--- src/rtl/core/tscpq_pkg.sv ---
// shared constants, codes and types for the three-class priority queue
`default_nettype none
package tscpq_pkg;

	localparam int QUEUE_DEPTH = 16;
	localparam int NUM_CLASSES = 3;

	localparam int TAG_W   = 32;
	localparam int CLS_W   = 2;
	localparam int PTR_W   = (QUEUE_DEPTH > 1) ? $clog2(QUEUE_DEPTH) : 1;
	localparam int CNT_W   = $clog2(QUEUE_DEPTH + 1);
	localparam int ADDR_W  = $clog2(NUM_CLASSES * QUEUE_DEPTH);
	localparam int STORE_D = NUM_CLASSES * QUEUE_DEPTH;

	localparam logic CMD_ENQ = 1'b0;
	localparam logic CMD_DEQ = 1'b1;

	localparam logic [CLS_W-1:0] CLASS_NONE = 2'd0;

	typedef enum logic [2:0] {
		ST_ENQUEUED  = 3'd0,
		ST_DROPPED   = 3'd1,
		ST_BAD_CLASS = 3'd2,
		ST_DEQUEUED  = 3'd3,
		ST_EMPTY     = 3'd4
	} status_t;

endpackage
`default_nettype wire

--- src/rtl/core/tscpq_ram.sv ---
// generic single-write, single-read ram with registered read data
`default_nettype none
module tscpq_ram #(
	parameter int WIDTH = 32,
	parameter int DEPTH = 48
) (
	input  wire logic                     clk,
	input  wire logic                     wr_en,
	input  wire logic [$clog2(DEPTH)-1:0] wr_addr,
	input  wire logic [WIDTH-1:0]         wr_data,
	input  wire logic                     rd_en,
	input  wire logic [$clog2(DEPTH)-1:0] rd_addr,
	output logic      [WIDTH-1:0]         rd_data
);

	logic [WIDTH-1:0] mem [DEPTH];

	always_ff @(posedge clk) begin
		if (wr_en) begin
			mem[wr_addr] <= wr_data;
		end
		if (rd_en) begin
			rd_data <= mem[rd_addr];
		end
	end

endmodule
`default_nettype wire

--- src/rtl/core/three_class_strict_priority_queue.sv ---
// Three FIFO queues of 32-bit tags served in strict priority, class 1 first.
// Each queue holds QUEUE_DEPTH tags in its own region of one tag ram; read and
// write pointers and fill counts sit in flops. An enqueue, a rejected enqueue
// (bad class or full queue) and a dequeue that finds all queues empty are
// answered in the cycle after accept. A tag dequeue passes the registered read
// of the tag ram, then the result register; no new beat is taken while that
// read is in flight. Else a new beat is taken whenever the result register is
// empty or being drained in the same cycle. The tag ram needs no clearing
// after reset: an entry is read only after it was written.
`default_nettype none
module three_class_strict_priority_queue (
	input  wire logic                       clk,
	input  wire logic                       arst_n,
	input  wire logic                       cmd_valid,
	output logic                            cmd_ready,
	input  wire logic                       cmd,
	input  wire logic [tscpq_pkg::CLS_W-1:0] class_code,
	input  wire logic [tscpq_pkg::TAG_W-1:0] item_id,
	output logic                            result_valid,
	input  wire logic                       result_ready,
	output tscpq_pkg::status_t              status,
	output logic      [tscpq_pkg::TAG_W-1:0] out_id,
	output logic      [tscpq_pkg::CLS_W-1:0] out_class
);

	import tscpq_pkg::*;

	logic [PTR_W-1:0] rd_ptr_q [NUM_CLASSES];
	logic [PTR_W-1:0] wr_ptr_q [NUM_CLASSES];
	logic [CNT_W-1:0] cnt_q    [NUM_CLASSES];

	logic             deq_s1;
	logic [CLS_W-1:0] class_s1;

	logic             result_valid_q;
	status_t          status_q;
	logic [TAG_W-1:0] out_id_q;
	logic [CLS_W-1:0] out_class_q;

	logic [NUM_CLASSES-1:0] nonempty;
	logic             accept;
	logic             is_deq;
	logic             class_ok;
	logic             any_waiting;
	logic [CLS_W-1:0] deq_idx;
	logic [CLS_W-1:0] enq_idx;
	logic [CLS_W-1:0] sel;
	logic             full;
	logic             do_enq;
	logic             do_deq;
	logic [PTR_W-1:0] sel_wr_ptr;
	logic [PTR_W-1:0] sel_rd_ptr;
	logic [PTR_W-1:0] ptr_used;
	logic [PTR_W-1:0] ptr_next;
	logic [ADDR_W-1:0] ram_addr;
	logic [TAG_W-1:0] rd_data;
	status_t          imm_status;

	always_comb begin
		for (int i = 0; i < NUM_CLASSES; i++) begin
			nonempty[i] = (cnt_q[i] != '0);
		end
	end

	assign accept      = cmd_valid && cmd_ready;
	assign cmd_ready   = !deq_s1 && (!result_valid_q || result_ready);
	assign is_deq      = (cmd == CMD_DEQ);
	assign class_ok    = (class_code != CLASS_NONE);
	assign any_waiting = |nonempty;

	// strict priority: lowest index with a waiting tag
	assign deq_idx = nonempty[0] ? 2'd0 : (nonempty[1] ? 2'd1 : 2'd2);
	assign enq_idx = class_ok ? (class_code - 2'd1) : 2'd0;
	assign sel     = is_deq ? deq_idx : enq_idx;

	assign sel_wr_ptr = wr_ptr_q[sel];
	assign sel_rd_ptr = rd_ptr_q[sel];
	assign full       = (cnt_q[sel] == CNT_W'(QUEUE_DEPTH));

	assign do_enq = accept && !is_deq && class_ok && !full;
	assign do_deq = accept && is_deq && any_waiting;

	assign ptr_used = is_deq ? sel_rd_ptr : sel_wr_ptr;
	assign ptr_next = (ptr_used == PTR_W'(QUEUE_DEPTH - 1)) ? '0 : ptr_used + 1'b1;
	assign ram_addr = ADDR_W'(sel) * ADDR_W'(QUEUE_DEPTH) + ADDR_W'(ptr_used);

	always_comb begin
		if (is_deq) begin
			imm_status = ST_EMPTY;
		end else if (!class_ok) begin
			imm_status = ST_BAD_CLASS;
		end else if (full) begin
			imm_status = ST_DROPPED;
		end else begin
			imm_status = ST_ENQUEUED;
		end
	end

	tscpq_ram #(
		.WIDTH(TAG_W),
		.DEPTH(STORE_D)
	) u_tag_ram (
		.clk    (clk),
		.wr_en  (do_enq),
		.wr_addr(ram_addr),
		.wr_data(item_id),
		.rd_en  (do_deq),
		.rd_addr(ram_addr),
		.rd_data(rd_data)
	);

	always_ff @(posedge clk or negedge arst_n) begin
		if (!arst_n) begin
			for (int i = 0; i < NUM_CLASSES; i++) begin
				rd_ptr_q[i] <= '0;
				wr_ptr_q[i] <= '0;
				cnt_q[i]    <= '0;
			end
		end else if (do_enq) begin
			wr_ptr_q[sel] <= ptr_next;
			cnt_q[sel]    <= cnt_q[sel] + 1'b1;
		end else if (do_deq) begin
			rd_ptr_q[sel] <= ptr_next;
			cnt_q[sel]    <= cnt_q[sel] - 1'b1;
		end
	end

	always_ff @(posedge clk or negedge arst_n) begin
		if (!arst_n) begin
			deq_s1         <= 1'b0;
			result_valid_q <= 1'b0;
		end else begin
			deq_s1 <= do_deq;
			if ((accept && !do_deq) || deq_s1) begin
				result_valid_q <= 1'b1;
			end else if (result_ready) begin
				result_valid_q <= 1'b0;
			end
		end
	end

	always_ff @(posedge clk) begin
		if (do_deq) begin
			class_s1 <= sel + 2'd1;
		end
		if (deq_s1) begin
			// tag arrives from the ram in the cycle after the read
			status_q    <= ST_DEQUEUED;
			out_id_q    <= rd_data;
			out_class_q <= class_s1;
		end else if (accept && !do_deq) begin
			status_q    <= imm_status;
			out_id_q    <= '0;
			out_class_q <= CLASS_NONE;
		end
	end

	assign result_valid = result_valid_q;
	assign status       = status_q;
	assign out_id       = out_id_q;
	assign out_class    = out_class_q;

endmodule
`default_nettype wire

--- config.mk ---
export PLATFORM = sky130hd
export DESIGN_NAME = three_class_strict_priority_queue
export DESIGN_NICKNAME = d
export VERILOG_FILES = /design/src/rtl/core/tscpq_pkg.sv /design/src/rtl/core/tscpq_ram.sv /design/src/rtl/core/three_class_strict_priority_queue.sv
export SDC_FILE = /design/constraint.sdc
export NUM_CORES = 2
export LEC_CHECK = 0
export ABC_AREA = 1
export BUFFER_PORTS_ARGS = -buffer_cell sky130_fd_sc_hd__clkbuf_2
export CAP_MARGIN = 20
export CORE_MARGIN = 2
export CORE_UTILIZATION = 43
export DETAILED_ROUTE_END_ITERATION = 8
export PLACE_DENSITY = 0.6
export SETUP_SLACK_MARGIN = 0.3
export SYNTH_ARGS = -nofsm -noshare
export SYNTH_HDL_FRONTEND = slang
export SYNTH_HIERARCHICAL = 1
export SYNTH_SLANG_ARGS = --single-unit
--- constraint.sdc ---
create_clock -name clk -period 7.2 [get_ports clk]
set_input_delay 1.44 -clock clk [delete_from_list [all_inputs] [get_ports clk]]
set_output_delay 1.44 -clock clk [all_outputs]
set_load 0.01 [all_outputs]
==> results.cfg <==
[drt]
viasPerCell = 5.61
totalWireLength_um = 189000
ant_nets = 0
avgRoutedWirePerCell_um = 24.3
drc_errors = 0
drtIter0Drc = 5101
vias = 43600
drtPass1Iterations = 5

[global_route]
grt-ovfl-total = 0
grt_pass1_vias = 40800
grt_start_max_net_pins = 147
grt_antenna_before_repair = 4
grt_pass1_wl_um = 277000
grt_use_total_pct = 23.7

[timing]
skew_ns = 0.0252
maxSlewHeadroom_pct = 22.7
clock.fmax_ghz = 0.191
final-max-slew-violation-count = 0
setup_tns_ns = 0
finalHoldViolCount = 0
fin_hold_ws_ns = 0.460
rsz0062_at_grt = false
setup_viol = 0
worst_pin_slew_ns = 1.16
timing.final.ws_setup_ns = 1.98
period_share_pct = 72.6
fin_crit_ns = 5.22

[critical_path]
cp_slowest_cell = nor2_4
cp.arrival_ns = 5.66
worstPathMaxFanout = 40
crit_type = in2reg
end_kind = flip-flop
slowest_delay_ns = 0.89
critPathLaunchType = input pin
cp_cell_sequence = clkbuf_2, inv_2, nand2_1, nand2_2, buf_4, o21ai_0, o21ai_1, nand2_1, o31ai_4, nand3_1, nor2_4, buf_4
cp.required_ns = 7.63

[min_path]
hold_path.class = reg2reg

[placed_design]
io_buffers = 77
dp_hpwl_um = 101000
place_ws_ns = 1.26
globalplace.congestion = 0.862

[synth]
syn_avg_cell_area_um2 = 12.0
ys_seq_area_share_pct = 74.0
synth_top_area_cell = edfxtp_1
ys.warnings.count = 6
synth_area_leaders = edfxtp_1 72%, nand2_1 8.8%, nand3_1 7.3%, nor2_1 2.6%, o21ai_0 1.9%
synth_seq_cells = 1648
synth_top_area_share_pct = 72.4
synth_area_um2 = 66600
postSynthCellCount = 5560
syn_nets = 5605
yosysUniqueCellTypes = 38

[job]
cap_violations = 0

[clocking]
cts_max_level = 4
root_buffer = clkbuf_16
clock-sinks = 1648
clkTransAtPathRegs_ns = 0.06
cts_made_buffers = 168
cts_tree = yes
cts_resized = 0
post_cts_buffers = 0
clk_latency_ns = 0.80
clock_path_buffers = 3
ctsHoldBuffers = 0

[finish]
nets = 5649
syn2layout_area_growth_pct = 13.0
layout-drive-gt1-share_pct = 9.37
utilization_pct = 48.9

[pwr]
power_density_nw_per_um2 = 420
leakage_uw = 0.0266
vdd_drop_max_mv = 0.435

[floorplanning]
die_h_um = 397
placementRows = 144
core-area_um2 = 154000
start_util_pct = 43.3
pin_count = 78
die_w_um = 397
dieArea_um2 = 158000

[run_status]
status = completed
==> final timing paths <==
kind,from,depth (start not counted),slack [ns],endpoint
max,cmd,12,1.98,u_tag_ram/mem[9][17]
max reg2reg,cnt_q[13],13,2.34,u_tag_ram/mem[9][17]
max in group asynchronous,arst_n,2,6.07,deq_s1
min in group asynchronous,arst_n,1,0.62,rd_ptr_q[6]
min reg2reg,status[2],2,0.46,status[2]
min,status[2],2,0.46,status[2]
==> metal layers <==
layer | vias up | track usage [%] | share of wire [%]
li1 | 19700 | - | -
met1 | 21700 | 33.4 | 42
met2 | 1911 | 37.2 | 47
met3 | 285 | 4.03 | 8.2
met4 | 2 | 8.05 | 3.2
met5 | - | 0 | 0.0069
==> sequential cells by signal (all words and copies together) (netlist names), named ones only <==
name,count
status,3
result_valid,1
class_s1,2
wr_ptr_q,12
u_tag_ram/mem,1536
u_tag_ram/rd_data,32
cnt_q,12
rd_ptr_q,12
deq_s1,1
out_class,2
out_id,32
==> per-stage QoR <==
stage               power (uW)  cell area, um^2  instances
floorplan                19000            66600       5560
global placement         23200            69600       7460
detailed placement       23200            69600       7463
CTS                      31600            74900       7759
global route             33100            75200       7774
finish                   31600            75200       7776
==> cell usage in the layout (no fill, tap or decap), types with 5 or more instances in the layout <==
cell	synthesis	final
buf_4	6	99
clkinv_2	0	24
nor2_4	2	50
o21ai_0	252	252
edfxtp_1	1604	1604
inv_6	0	5
dfrtp_1	41	41
buf_16	0	7
nor2_1	462	414
clkbuf_16	0	168
nand2_2	6	7
inv_1	93	90
nand2_4	6	8
inv_2	8	7
bufinv_16	0	12
o211ai_1	131	131
clkinv_1	1	36
inv_8	0	5
clkbuf_2	0	77
nand3_1	965	965
nand4_1	5	5
o21ai_1	35	35
nor3_1	9	8
nand2_1	1559	1556
clkbuf_1	143	36
buf_12	1	33
ha_1	6	6
a21oi_1	6	6
==> worst max-delay path, delay by kind of cell <==
family	cells	cell delay [ns]
AOI/OAI and AO/OA	3	0.45
and+or+nand+nor	5	2.08
buffers and inverters	4	1.60
==> where the power goes <==
part           total (uW)  internal [uW]  switching [uW]
clock                8410           4740            3680
sequential          11100          10900             156
combinational       12100           3210            8870
==> synth_stat cells <==
master and n:
edfxtp_1 1604, nor2_4 2, dfxtp_1 3, nand2_2 6
nand2_4 6, nor2_1 462, a21oi_4 2, nand3_4 1
nor4_1 1, nand3_2 4, nand3b_4 1, buf_12 1
or2_2 4, o31ai_1 1, nor2_2 3, o21ai_0 252
buf_4 6, xor2_1 2, ha_1 6, nor3_1 9
nand3_1 965, o21ai_1 35, o21ai_2 2, o22ai_1 1
dfrtp_1 41, buf_6 5, buf_2 155, a21oi_1 6
inv_2 8, mux2i_1 1, buf_1 32, clkinv_1 1
o211ai_1 131, nand2_1 1559, xor2_2 1, inv_1 93
clkbuf_1 143, nand4_1 5
==> cell families after synthesis <==
| family | Yosys count | synth area share (%) |
|---|---|---|
| mux | 1 | 0.0150 |
| xor+xnor | 3 | 0.0508 |
| simple gates | 3028 | 19.1 |
| buf+inv | 444 | 2.91 |
| fa+ha+maj | 6 | 0.113 |
| flops | 1648 | 74.0 |
| compound gates | 430 | 3.78 |
==> layout make-up <==
type	count	area (um^2)
fill	13500	78700
multi-input combinational	3468	15800
clock inverter	92	885
inverter	102	415
timing repair buffer	216	1980
sequential	1648	49300
antenna	2	5.00
clock buffer	204	4340
tap	2044	2560
Note: power is estimated with default switching activity, not from simulation.
